$ cat src/rtl/assert_macros.svh
// assertion macros shared by the rtl files
`ifndef ASSERT_MACROS_SVH
`define ASSERT_MACROS_SVH

`ifndef SYNTH
// same-cycle implication, checked outside reset
`define CPAB_AST_IMP(lbl, ante, cons, msg) \
    lbl: assert property (@(posedge i_clk) disable iff (!i_rst_n) (ante) |-> (cons)) \
        else $error(msg);
// next-cycle implication, checked outside reset
`define CPAB_AST_NXT(lbl, ante, cons, msg) \
    lbl: assert property (@(posedge i_clk) disable iff (!i_rst_n) (ante) |=> (cons)) \
        else $error(msg);
`else
`define CPAB_AST_IMP(lbl, ante, cons, msg)
`define CPAB_AST_NXT(lbl, ante, cons, msg)
`endif

`endif

$ cat src/rtl/cpab_pkg.sv
// types, constants and helper functions for the canvas alpha blend writer
package cpab_pkg;

    localparam int CANVAS_SIDE  = 32;
    localparam int CANVAS_DEPTH = CANVAS_SIDE * CANVAS_SIDE;
    localparam int IDX_W        = $clog2(CANVAS_DEPTH);
    localparam int COORD_W      = 5;
    localparam int CH_W         = 8;
    localparam int PIX_W        = 4 * CH_W;
    localparam int PROD_W       = 2 * CH_W;
    localparam int NUM_CH       = 3;

    localparam logic [CH_W-1:0] CH_MAX = '1;

    typedef struct packed {
        logic [COORD_W-1:0] pix_x;
        logic [COORD_W-1:0] pix_y;
        logic [CH_W-1:0]    brush_red;
        logic [CH_W-1:0]    brush_green;
        logic [CH_W-1:0]    brush_blue;
        logic [CH_W-1:0]    brush_alpha;
    } t_pix_item;

    typedef struct packed {
        logic [CH_W-1:0] out_red;
        logic [CH_W-1:0] out_green;
        logic [CH_W-1:0] out_blue;
        logic [CH_W-1:0] out_alpha;
        logic            was_blended;
    } t_res_item;

    typedef struct packed {
        logic              start;
        logic [PROD_W-1:0] num;
        logic [CH_W-1:0]   den;
    } t_div_req;

    typedef struct packed {
        logic            done;
        logic [CH_W-1:0] quot;
    } t_div_rsp;

    // exact floor(x / 255) for any 16-bit x whose quotient fits in 8 bits
    function automatic logic [CH_W-1:0] div255(input logic [PROD_W-1:0] x);
        logic [PROD_W:0] xp1;
        logic [PROD_W:0] acc;
        begin
            xp1 = {1'b0, x} + {{PROD_W{1'b0}}, 1'b1};
            acc = xp1 + (xp1 >> CH_W);
            div255 = acc[PROD_W-1:CH_W];
        end
    endfunction

endpackage

$ cat src/rtl/cpab_div.sv
// iterative 16/8 divider, two quotient bits a cycle, saturating at 255
`include "assert_macros.svh"

module cpab_div (
    input  logic                i_clk,
    input  logic                i_rst_n,
    input  cpab_pkg::t_div_req  i_req,
    output cpab_pkg::t_div_rsp  o_rsp
);

    logic                       r_busy;
    logic                       r_done;
    logic [1:0]                 r_cnt;
    logic                       r_sat;
    logic [cpab_pkg::CH_W-1:0]  r_rem;
    logic [cpab_pkg::CH_W-1:0]  r_lo;
    logic [cpab_pkg::CH_W-1:0]  r_den;

    logic [cpab_pkg::CH_W:0]    rem_a;
    logic [cpab_pkg::CH_W:0]    rem_b;
    logic [cpab_pkg::CH_W:0]    den9;
    logic                       q_a;
    logic                       q_b;
    logic [cpab_pkg::CH_W-1:0]  n_rem_a;
    logic [cpab_pkg::CH_W-1:0]  n_rem_b;
    logic [cpab_pkg::CH_W-1:0]  num_hi;
    logic [cpab_pkg::CH_W-1:0]  num_lo;

    assign num_hi = i_req.num[cpab_pkg::PROD_W-1:cpab_pkg::CH_W];
    assign num_lo = i_req.num[cpab_pkg::CH_W-1:0];
    assign den9   = {1'b0, r_den};

    // two restoring steps; remainder stays below the divisor unless the quotient saturates
    always_comb begin
        rem_a   = {r_rem, r_lo[cpab_pkg::CH_W-1]};
        q_a     = (rem_a >= den9);
        n_rem_a = q_a ? 8'(rem_a - den9) : rem_a[cpab_pkg::CH_W-1:0];
        rem_b   = {n_rem_a, r_lo[cpab_pkg::CH_W-2]};
        q_b     = (rem_b >= den9);
        n_rem_b = q_b ? 8'(rem_b - den9) : rem_b[cpab_pkg::CH_W-1:0];
    end

    always_ff @(posedge i_clk) begin
        if (!i_rst_n) begin
            r_busy <= 1'b0;
            r_done <= 1'b0;
            r_cnt  <= '0;
        end else begin
            r_done <= 1'b0;
            if (i_req.start) begin
                r_busy <= 1'b1;
                r_cnt  <= '0;
            end else if (r_busy) begin
                r_cnt <= r_cnt + 2'd1;
                if (r_cnt == 2'd3) begin
                    r_busy <= 1'b0;
                    r_done <= 1'b1;
                end
            end
        end
    end

    always_ff @(posedge i_clk) begin
        if (i_req.start) begin
            // quotient of 256 or more when the high byte reaches the divisor
            r_sat <= (num_hi >= i_req.den);
            r_rem <= num_hi;
            r_lo  <= num_lo;
            r_den <= i_req.den;
        end else if (r_busy) begin
            r_rem <= n_rem_b;
            r_lo  <= {r_lo[cpab_pkg::CH_W-3:0], q_a, q_b};
        end
    end

    assign o_rsp.done = r_done;
    assign o_rsp.quot = r_sat ? cpab_pkg::CH_MAX : r_lo;

    `CPAB_AST_NXT(a_done_pulse, r_done, !r_done, "divider done held longer than one cycle")
    `CPAB_AST_IMP(a_start_idle, i_req.start, !r_busy, "divider started while busy")
    `CPAB_AST_NXT(a_start_busy, i_req.start, r_busy && !r_done, "divider did not begin after start")

endmodule

$ cat config.mk
export PLATFORM = sky130hd
export DESIGN_NAME = cpab_div
export DESIGN_NICKNAME = d
export VERILOG_FILES = /design/src/rtl/cpab_pkg.sv /design/src/rtl/cpab_div.sv
export VERILOG_INCLUDE_DIRS = /design/src /design/src/rtl
export SDC_FILE = /design/constraint.sdc
export NUM_CORES = 1
export LEC_CHECK = 0
export BUFFER_PORTS_ARGS = -buffer_cell sky130_fd_sc_hd__buf_2
export CAP_MARGIN = 20
export CELL_PAD_IN_SITES_DETAIL_PLACEMENT = 1
export CELL_PAD_IN_SITES_GLOBAL_PLACEMENT = 2
export CORE_UTILIZATION = 35
export DETAILED_ROUTE_END_ITERATION = 10
export PLACE_DENSITY_LB_ADDON = 0.1
export SYNTH_ARGS = -nofsm -noshare
export SYNTH_HDL_FRONTEND = slang
export SYNTH_SLANG_ARGS = --single-unit
$ cat constraint.sdc
create_clock -name i_clk -period 9.1 [get_ports i_clk]
set_input_delay 0.91 -clock i_clk [delete_from_list [all_inputs] [get_ports i_clk]]
set_output_delay 0.91 -clock i_clk [all_outputs]
set_load 0.005 [all_outputs]
**Yosys cells after proc, flatten, opt, wreduce, memory -nomap -nowiden**

Cells that the tools add are included.

- Bits in registers: 29
- Latch bits: 0
- Bits in writable memories: 0
- Bits in read-only memories: 0
- Input port bits: 27
- Output and inout port bits: 9
- Word-level logic and storage cells: 30
- Memories: 0

- $add $sub $neg: 3
- Multipliers: 0
- Div/mod/pow operators: 0
- Magnitude comparators: 3
- Eq/ne operators: 1
- Shifts and indexed selects: 0
- Mux-type cells: 11
- Bitwise operators: 2
- Reductions and logical operators: 3

Operators with widths:

| operator | count |
|---|---|
| two-way mux 8 bit | 7 |
| >= comparator 9 x 8 -> 1 bit | 2 |
| subtractor 8 bit | 2 |
| >= comparator 8 bit | 1 |
| two-way mux 1 bit | 4 |
| OR reduction 3 bit | 1 |
| adder 2 x 1 -> 2 bit (second input constant) | 1 |
| == test 2 bit (second input constant) | 1 |
| inverter 1 bit | 2 |
| nonzero test 2 bit | 1 |
| OR reduction 2 bit | 1 |

**Longest topological paths before layout**

Gate-level depths: netlist (run 1).

- Depth in word-level cells: 6
- Gate-level depth with buffers: 16
- Gate-level depth less buffers: 16

**Worst setup path before layout (run 1)**

Ideal clock, no wire load.

- Path type: register to register
- From: register r_rem[2] (netlist name)
- To: register r_rem[1] (netlist name), data pin
- Setup time: 0.169 ns
- Data arrival time: 3.269 ns
- Required time: 8.931 ns
- Slack: 5.662 ns
- Stages on the path, launching flop included: 16
- Buffers on the path: 1
- Period minus slack after synthesis: 3.438 ns
- Path through: edfxtp_1 ha_1 a21o_1 a21oi_2 o22ai_2 or2_1 buf_6 mux2_4 ha_1 and3_1 o21ai_1 a21boi_1 o21a_1 o21ai_1 a21oi_1 o31ai_1

- Word-level cells in the longest chain between the ends: 6
- Elaborated cells between the ends (all ways): 8
- Classes of those cells: add/sub (2); order compare (2); mux (4)

Ends and longest elaborated chain:

| element | line | text |
|---|---|---|
| start: declaration | cpab_div.sv:15 | `logic [cpab_pkg::CH_W-1:0] r_rem;` |
| start signal: assignment | cpab_div.sv:67 | `r_rem <= num_hi;` |
| start signal: assignment | cpab_div.sv:71 | `r_rem <= n_rem_b;` |
| >= comparator 9 x 8 -> 1 bit or subtractor 8 bit (tied branches) | cpab_div.sv:36, cpab_div.sv:37 |  |
| two-way mux 8 bit * | cpab_div.sv:37 | `n_rem_a = q_a ? 8'(rem_a - den9) : rem_a[cpab_pkg::CH_W-1:0];` |
| subtractor 8 bit or >= comparator 9 x 8 -> 1 bit (tied branches) | cpab_div.sv:40, cpab_div.sv:39 |  |
| two-way mux 8 bit * | cpab_div.sv:40 | `n_rem_b = q_b ? 8'(rem_b - den9) : rem_b[cpab_pkg::CH_W-1:0];` |
| two-way mux 8 bit * | cpab_div.sv:70 | `end else if (r_busy) begin` |
| two-way mux 8 bit * | cpab_div.sv:64 | `if (i_req.start) begin` |

Mark *: on every way between the ends. The rest lies on a longest branch, timed or not. The select of a mux whose other input is x is not followed.
A chain may end at the register's enable or synchronous reset.

**Worst setup path after layout (run 1)**

- From: register r_den[6] (netlist name)
- To: register r_rem[1] (netlist name), data pin

- Word-level cells in the longest chain between the ends: 6
- Elaborated cells between the ends (all ways): 8
- Classes of those cells: add/sub (2); order compare (2); mux (4)

Ends and longest elaborated chain:

| element | line | text |
|---|---|---|
| start: declaration | cpab_div.sv:17 | `logic [cpab_pkg::CH_W-1:0] r_den;` |
| start signal: assignment | cpab_div.sv:69 | `r_den <= i_req.den;` |
| >= comparator 9 x 8 -> 1 bit or subtractor 8 bit (tied branches) | cpab_div.sv:36, cpab_div.sv:37 |  |
| two-way mux 8 bit | cpab_div.sv:37 |  |
| subtractor 8 bit or >= comparator 9 x 8 -> 1 bit (tied branches) | cpab_div.sv:40, cpab_div.sv:39 |  |
| two-way mux 8 bit * | cpab_div.sv:40 |  |
| two-way mux 8 bit * | cpab_div.sv:70 |  |
| two-way mux 8 bit * | cpab_div.sv:64 |  |

Marks and branches as above.

==> results of run 1 <==
==> sequential cells by signal (all words and copies together) (netlist names) <==
name,flops
r_rem,8
r_busy,1
r_cnt,2
r_lo,8
r_done,1
r_den,8
r_sat,1
==> cell usage in the layout (no fill, tap or decap), types with 3 or more instances in the layout <==
| master | instances |
|---|---|
| a21o_1 | 6 |
| dfxtp_1 | 4 |
| nand2b_1 | 6 |
| o21ai_1 | 4 |
| o21a_1 | 5 |
| ha_1 | 25 |
| xor2_1 | 3 |
| nor3_1 | 6 |
| nand2_1 | 11 |
| a21oi_1 | 16 |
| nor2b_1 | 3 |
| mux2_4 | 4 |
| o31ai_1 | 4 |
| o311ai_1 | 4 |
| edfxtp_1 | 25 |
| buf_2 | 35 |
| inv_1 | 23 |
| o21ai_0 | 4 |
| mux2_2 | 8 |
| or2_2 | 10 |
| nor2_1 | 10 |
| xnor2_1 | 6 |
| clkbuf_8 | 5 |
| nand4b_1 | 4 |
==> synth_stat cells (2+ instances only) <==
master and count:
a21o_1 6, a21oi_1 16, a21oi_2 2, clkbuf_1 2
dfxtp_1 4, edfxtp_1 25, fa_1 2, ha_1 25
inv_1 23, mux2_2 8, mux2_4 4, mux2i_1 2
nand2_1 11, nand2b_1 6, nand3_1 2, nand4b_1 4
nor2_1 10, nor2_2 2, nor2b_1 3, nor3_1 6
o21a_1 5, o21a_2 2, o21ai_0 4, o21ai_1 4
o21bai_1 2, o311ai_1 4, o31ai_1 4, or2_1 2
or2_2 10, xnor2_1 6, xor2_1 3
==> cells by family after synthesis <==
group / Yosys count / share of synthesized area
AOI/OAI and AO/OA: 58 / 0.1766
xor gates and xnor gates: 9 / 0.03433
adders and majority gates: 27 / 0.1537
buffers and inverters: 28 / 0.05068
DFF: 29 / 0.3619
muxes: 14 / 0.07412
and+or+nand+nor: 62 / 0.1488
==> worst max path at each step <==
stage	startpoint	to	slack, ns	depth (start not counted)
final	r_den[6]	r_rem[1]	5.02	15
after global routing	r_den[6]	r_rem[1]	4.66	15
after CTS	r_rem[1]	r_rem[1]	5.05	14
after detailed placement	r_rem[1]	r_rem[1]	5.05	14
after global placement	r_rem[1]	r_rem[1]	5.03	14
after floorplan	r_rem[2]	r_rem[1]	5.66	15
==> final cells by class <==
cell class / count / share of cell area
inverters: 23 / 0.03295
multi-input cells: 170 / 0.5148
clock buffers: 6 / 0.02770
flip-flops and latches: 29 / 0.3171
well taps: 77 / 0.03677
clock inverters: 2 / 0.003820
repair buffers: 35 / 0.06686
==> per-layer routing <==
metal,wire length (µm),part of all wire
met1,2612,0.48
met2,2499,0.46
met3,246,0.045
met4,75,0.014
met5,0,0
==> per-stage QoR <==
step	cells	instance area [µm²]	worst slack, ns
after floorplan	227	2296	5.662
after global placement	334	2537	5.033
after detailed placement	334	2537	5.055
after CTS	342	2620	5.048
after global routing	342	2620	4.658
final	342	2620	5.024
==> worst min-delay path, stage by stage, from the launching register on <==
cell and delay (ns):
dfxtp_1 0.36, nand2_1 0.07, nor2_1 0.03
==> power groups by stage <==
stage                     registers, mW  logic (mW)  clock network [mW]
after floorplan                   0.207       0.517                   0
after global placement            0.215       0.664                   0
after detailed placement          0.215       0.665                   0
after CTS                         0.212       0.669               0.108
after global routing              0.217       0.743               0.112
final                             0.212       0.667               0.103
==> reports/results.tsv, run 1 <==
metric	value	unit
status	completed	
filler_cell_count	741	
syn_nets	281	
drcViolationCount	0	
antennaDiodeCount	0	
synth.top_cell.area_share	0.3270	
ys_types	49	
end_kind	register	
pwr-share-comb	0.679	
power_density	374.9	mW/mm²
critPathMostFrequentCell	o21ai_1	
path_max_fanout	7	
finalSetupTns	0	ns
p_leak	1.150	nW
finalCritPeriodShare	0.4479	
ios	36	
grt_use_met3	0.02982	
cts_buffers	5	
p_int	535.3	µW
antenna_found_initial	0	
wl	5.434	mm
finalPower	982.2	µW
regArea	830.8	µm²
path_cells	inv_1 -> ha_1 -> and2_1 -> o21ai_1 -> nand2_1 -> or2_1 -> mux2_4 -> ha_1 -> and3_1 -> o21ai_1 -> a21boi_1 -> o21a_1 -> o21ai_1 -> a21oi_1 -> o31ai_1	
start_kind	register	
cts.repair.resized	0	
yosysWarnings	0	
path_delay_family	compound AO/OA/AOI/OAI gates	
wl_per_cell	15.89	µm
clkSinkCount	29	
gr-usage-met2	0.2742	
worstSetupPathType	register to register	
setup_viol	0	
chipHeight	82.99	µm
holdBufCountCts	0	
r2r_setup_slack	5.02	ns
hold_depth	2	
grt_pass1_vias	1848	
cp.required	9.19	ns
avgSynthCellArea	10.11	µm²
ys_seq_area_frac	0.3619	
switching_power	446.9	µW
tightest_slew	0.7668	ns
layout-drive-gt1-share	0.2792	
p_seq_frac	0.216	
clockRootBuffer	clkbuf_8	
synth_ff_type	edfxtp_1	
crit_buf_inv	1	
grt_max_degree	43	
synth_top_area_cell	edfxtp_1	
multiInputGateArea	0.001349	mm²
core_area	0.006350	mm²
placementRows	29	
die_x	82.99	µm
gp_congestion	0.8112	
final_core_util	0.4126	
p_sw_frac	0.4550	
maxSlewViolCount	0	
grtUsageMet1	0.2347	
hold_path_end	r_done	
arrival	4.17	ns
clock_latency	0.29	ns
post-cts-setup-buffers	0	
portBuffers	35	
ant_nets	0	
r2r_start	r_den[6]	
slowest_delay	0.46	ns
hold_path.class	register to register	
drv_cap	0	
grt_usage	0.1720	
start_util	0.3616	
syn_area	0.002296	mm²
crit_path_top_delay_cell	o21ai_1	
vias	1794	
ir_drop	0.0001606	V
dieArea	0.006887	mm²
rr_endpoint	r_rem[1]	
hold_ws	0.5023	ns
r2r_cells	15	
min_from	r_busy	
async_reset_ff_frac	0	
synth_edf_count	25	
syn_inst	227	
pwr-share-clk	0.105	
grt-ovfl-total	0	
grt_first_pass_wirelength	9.087	mm
viasPerCell	5.246	
layout_min_cycle_time	4.076	ns
ys_top_cells_by_area	edfxtp_1, ha_1, mux2_2	
cts_buffer_depth	2	
clock_skew	0.002386	ns
relSlewSlack	0.4888	
clkSlewWorstSetupHoldPaths	0.06	ns
area_delta_synth_final	14.11	%
max_freq	245.4	MHz
ys_seq_elements	29	
dpl.hpwl	4.433	mm
top_usage_layer	met2	
cts_tree	done	
rsz0062_at_grt	no	
first_pass_iters	4	
drtIter0Drc	68	
finalHoldViolations	0	
fin_nets	318	
htree_levels	2	
(Power assumes the default switching activity.)
==> run 2, diff against run 1 <==
CORE_UTILIZATION = 33   (was 35)
clock period = 3.7 ns   (was 9.1 ns; I/O delays follow)
==> run 2 against run 1 <==
Effect of this change: fmax rose by 15%; routed wire length up 17%; worst setup slack worse by 4.9 ns; first-iteration DRC count shrank 41%; critical path depth rose by 1; register-to-register slack got worse by 4.9 ns; non-clock buffer count increased by 42; critical path type unchanged; largest cell class unchanged.
==> reports/results.tsv, run 2 (synthesis gave the netlist of run 1 again) <==
metric	value	unit
grt_pass1_vias	2069	
grt_max_degree	28	
max_freq	283.1	MHz
setup_viol	0	
maxSlewViolCount	0	
viasPerCell	5.021	
finalHoldViolations	0	
htree_levels	2	
layout_commonest_cell	buf_4	
drtIter0Drc	40	
grt-ovfl-total	0	
layout_min_cycle_time	3.532	ns
antennaDiodeCount	0	
cp.required	3.72	ns
core_area	0.006756	mm²
start_util	0.3398	
ios	36	
arrival	3.56	ns
drcViolationCount	0	
clock_skew	0.002824	ns
power_density	1004	mW/mm²
cts_buffers	5	
final_cell_mix	buf_4, buf_2, edfxtp_1	
area_delta_synth_final	33.46	%
cts_buffer_depth	2	
chipHeight	85.41	µm
placed_cells	376	
wl_per_cell	16.48	µm
portBuffers	35	
clock_latency	0.29	ns
worstSetupPathType	register to register	
clkSlewWorstSetupHoldPaths	0.07	ns
dieArea	0.007295	mm²
finalCritPeriodShare	0.9545	
hold_ws	0.2639	ns
final_cells	387	
grt_usage	0.1915	
pwr-share-comb	0.742	
wl	6.379	mm
hold_path.class	input port to register	
layout-drive-gt1-share	0.4430	
start_kind	register	
tightest_slew	0.5468	ns
die_x	85.41	µm
p_int	1.774	mW
path_max_fanout	4	
pwr-share-clk	0.087	
vias	1943	
placementRows	30	
filler_cell_count	778	
fin_nets	360	
dpl.hpwl	5.205	mm
cts_tree	done	
first_pass_iters	4	
p_leak	1.358	nW
clkSinkCount	29	
antenna_found_initial	0	
ir_drop	0.0003260	V
relSlewSlack	0.6355	
switching_power	1.302	mW
gp_congestion	0.8297	
ant_nets	0	
drv_cap	0	
clockRootBuffer	clkbuf_8	
p_seq_frac	0.171	
p_sw_frac	0.4233	
end_kind	register	
reg_top3	r_den x8, r_lo x8, r_rem x8	
grt_first_pass_wirelength	10.35	mm
status	completed	
-- run 2: cell count changes in the layout (fill, tap and decap cells not counted), sizes merged --
cell | before | now
clkbuf | 6 | 5
buf | 35 | 77
clkinvlp | 0 | 1
-- run 2: critical path, cell delays in order (launching register included) --
cell,delay (ns)
edfxtp_1,0.44
ha_4,0.29
and2_1,0.15
o21ai_2,0.13
nand2_1,0.12
buf_4,0.16
nor2_2,0.13
mux2_2,0.38
ha_1,0.20
a21o_1,0.19
a21oi_2,0.16
a21boi_1,0.08
o21a_1,0.20
o21a_2,0.25
buf_4,0.15
nor3_1,0.16
a21oi_1,0.05
-- run 2: routing by layer --
layer	part of all wire	vias to the layer above	routed length, µm	track usage
met5	0	-	0	0
met4	0.015	0	95	0.06212
li1	-	986	-	-
met3	0.023	9	149	0.03502
met2	0.48	23	3039	0.3164
met1	0.49	925	3095	0.2529
-- run 2: layout make-up --
class,count,area [µm²],area share
multi-input cells,170,1470,0.4798
flip-flops and latches,29,830.8,0.2711
repair buffers,77,490.5,0.1601
well taps,80,100.1,0.03267
inverters,23,86.33,0.02817
clock buffers,5,68.82,0.02246
clock inverters,3,17.52,0.005717
-- run 2: power by group through the flow --
stage	registers [mW]	logic (mW)	clock network [mW]
3_5_place_dp	0.528	2.06	0
6_report	0.527	2.28	0.268
3_3_place_gp	0.525	2.03	0
2_1_floorplan	0.508	1.27	0
5_1_grt	0.539	2.50	0.281
4_1_cts	0.525	2.13	0.271
-- run 2: path summary, 6_finish.rpt --
path	slack (ns)	to	startpoint	depth (start not counted)
worst max-delay path	0.17	r_lo[0]	r_rem[5]	16
worst min-delay path	0.26	r_den[6]	i_req[6]	1
worst max register to register	0.17	r_lo[0]	r_rem[5]	16
worst min register to register	0.50	r_cnt[1]	r_cnt[1]	2
-- run 2: timing repair --
action,4_1_cts,5_1_grt
hold buffers,0,0
resized for setup,7,16
endpoints found under the setup margin,9,9
pin swaps,2,6
buffers inserted,1,2
-- run 2: through the flow --
| stage | area, µm² | power (mW) | setup WS, ns | setup TNS, ns | utilization |
|---|---|---|---|---|---|
| after floorplan | 2296 | 1.779 | 0.2615 | 0 | - |
| after global placement | 2834 | 2.551 | -0.1913 | -1.307 | 0.4194 |
| after detailed placement | 2834 | 2.585 | -0.2568 | -1.628 | 0.4194 |
| after CTS | 2955 | 2.926 | 0.009921 | 0 | 0.4374 |
| after global routing | 3064 | 3.322 | -0.008700 | -0.008802 | 0.4535 |
| final | 3064 | 3.075 | 0.1683 | 0 | 0.4535 |
==> run 3, diff against run 2 <==
BUFFER_PORTS_ARGS = -buffer_cell sky130_fd_sc_hd__buf_4   (was -buffer_cell sky130_fd_sc_hd__buf_2)
==> run 3 against run 2 <==
Effect of this change: clock-buffer cell count rose by 1; utilization up 0.26 points; sequential share of layout area fell by 0.15 points; hold slack better by 0.0066 ns; flip-flop and latch count unchanged; fmax is 0.48% lower; clock skew fell by 0.0014 ns; final area increased by 0.57%; worst setup slack got worse by 0.017 ns; sequential power is essentially flat; non-clock buffer count is 7 lower; critical endpoint unchanged; highest routed layer unchanged.
==> reports/results.tsv, run 3 (synthesis gave the netlist of run 1 again) <==
metric	value	unit
status	completed	
grt_first_pass_wirelength	9.666	mm
critPathMostFrequentCell	buf_4	
drcViolationCount	0	
ir_drop	0.0003055	V
hold_path.class	input port to register	
setup_viol	0	
tightest_slew	0.4610	ns
clockRootBuffer	clkbuf_8	
placementRows	30	
r2r_start	r_lo[7]	
path_max_fanout	4	
fin_nets	353	
htree_levels	2	
hold_path_end	r_den[5]	
cts_tree	done	
layout_commonest_cell	buf_4	
crit_path_top_delay_cell	edfxtp_1	
vias	1958	
ant_nets	0	
end_kind	register	
grt-ovfl-total	0	
clkSinkCount	29	
grt_max_degree	43	
hold_depth	1	
arrival	3.56	ns
power_density	969.4	mW/mm²
dieArea	0.007295	mm²
path_delay_family	compound AO/OA/AOI/OAI gates	
min_from	i_req[5]	
r2r_setup_slack	0.15	ns
die_x	85.41	µm
worstSetupPathType	register to register	
cts_buffers	5	
p_leak	1.361	nW
viasPerCell	5.153	
antenna_found_initial	0	
maxSlewViolCount	0	
layout-drive-gt1-share	0.4167	
multiInputGateArea	0.001456	mm²
dpl.hpwl	4.924	mm
clock_skew	0.001395	ns
area_delta_synth_final	34.22	%
grt_usage	0.1724	
grt_pass1_vias	2000	
core_area	0.006756	mm²
wl_per_cell	15.82	µm
drtIter0Drc	57	
cts_buffer_depth	2	
antennaDiodeCount	0	
filler_cell_count	768	
start_kind	register	
clkSlewWorstSetupHoldPaths	0.06	ns
gp_congestion	0.7816	
slowest_delay	0.39	ns
final_cell_mix	buf_4, edfxtp_1, inv_1	
finalCritPeriodShare	0.9591	
regArea	830.8	µm²
relSlewSlack	0.6926	
reg_top3	r_den x8, r_lo x8, r_rem x8	
holdBufCountCts	0	
cp.required	3.71	ns
hold_ws	0.2705	ns
clock_latency	0.28	ns
finalHoldViolations	0	
rr_endpoint	r_lo[0]	
finalSetupTns	0	ns
portBuffers	35	
crit_buf_inv	3	
first_pass_iters	4	
layout_min_cycle_time	3.549	ns
ios	36	
r2r_cells	17	
path_cells	inv_1 -> ha_4 -> nand2b_1 -> a21oi_2 -> o22ai_2 -> buf_4 -> nor2_4 -> mux2_2 -> ha_1 -> and3_1 -> o21ai_2 -> a21boi_1 -> o21a_1 -> o21a_4 -> buf_4 -> nor3_2 -> a21oi_1	
start_util	0.3398	
startpoint	r_lo[7]	
max_freq	281.8	MHz
drv_cap	0	
wl	6.011	mm
chipHeight	85.41	µm
-- run 3: cell count changes in the layout (fill, tap and decap cells not counted), sizes merged --
cell      change
clkinvlp      -1
clkbuf        +1
buf           -7
-- run 3: power by group --
group          leakage [nW]  switching [mW]  total (mW)  internal [mW]
logic                  1.03            1.08        2.21           1.13
clock network        0.0450           0.122       0.252          0.130
registers             0.281          0.0532       0.527          0.474
-- run 3: what timing repair did --
item / in CTS / in global routing
setup buffers: 0 / 2
setup endpoints to repair: 9 / 9
resized for setup: 5 / 14
pin swaps: 0 / 5
gates cloned: 0 / 0
-- run 3: worst max path at each step --
stage | to | slack (ns) | cells past startpoint
after detailed placement | r_rem[4] | -0.14 | 14
after global placement | r_lo[0] | -0.11 | 15
after CTS | r_lo[0] | 0.008 | 17
final | r_lo[0] | 0.15 | 17
after floorplan | r_rem[1] | 0.26 | 15
after global routing | r_rem[5] | -0.01 | 16
-- run 3: through the flow --
step / cells / util / power [mW] / setup slack [ns] / area [µm²]
after floorplan: 227 / - / 1.779 / 0.2615 / 2296
after global placement: 370 / 0.4257 / 2.522 / -0.1086 / 2877
after detailed placement: 370 / 0.4257 / 2.529 / -0.1411 / 2877
after CTS: 378 / 0.4406 / 2.836 / 0.007505 / 2977
after global routing: 380 / 0.4561 / 3.209 / -0.01250 / 3082
final: 380 / 0.4561 / 2.987 / 0.1514 / 3082
-- run 3: final cells by class --
type,count,share of cell area
Clock buffer,6,0.02355
Clock inverter,2,0.003248
Inverter,23,0.02801
Multi-Input combinational cell,170,0.4726
Sequential cell,29,0.2696
Tap cell,80,0.03248
Timing Repair Buffer,70,0.1705
-- run 3: worst reg2reg max path, delay by kind of cell, from the launching register on --
family | cells | cell delay [ns]
fa+ha+maj | 2 | 0.51
mux | 1 | 0.37
flops | 1 | 0.39
buf+inv | 3 | 0.42
compound gates | 7 | 0.96
simple gates | 4 | 0.62
-- run 3: layer usage --
metal	track usage	vias up	wire, µm
li1	-	968	-
met1	0.2307	943	2964
met2	0.2902	38	2830
met3	0.02626	9	141
met4	0.04545	0	74
met5	0	-	0
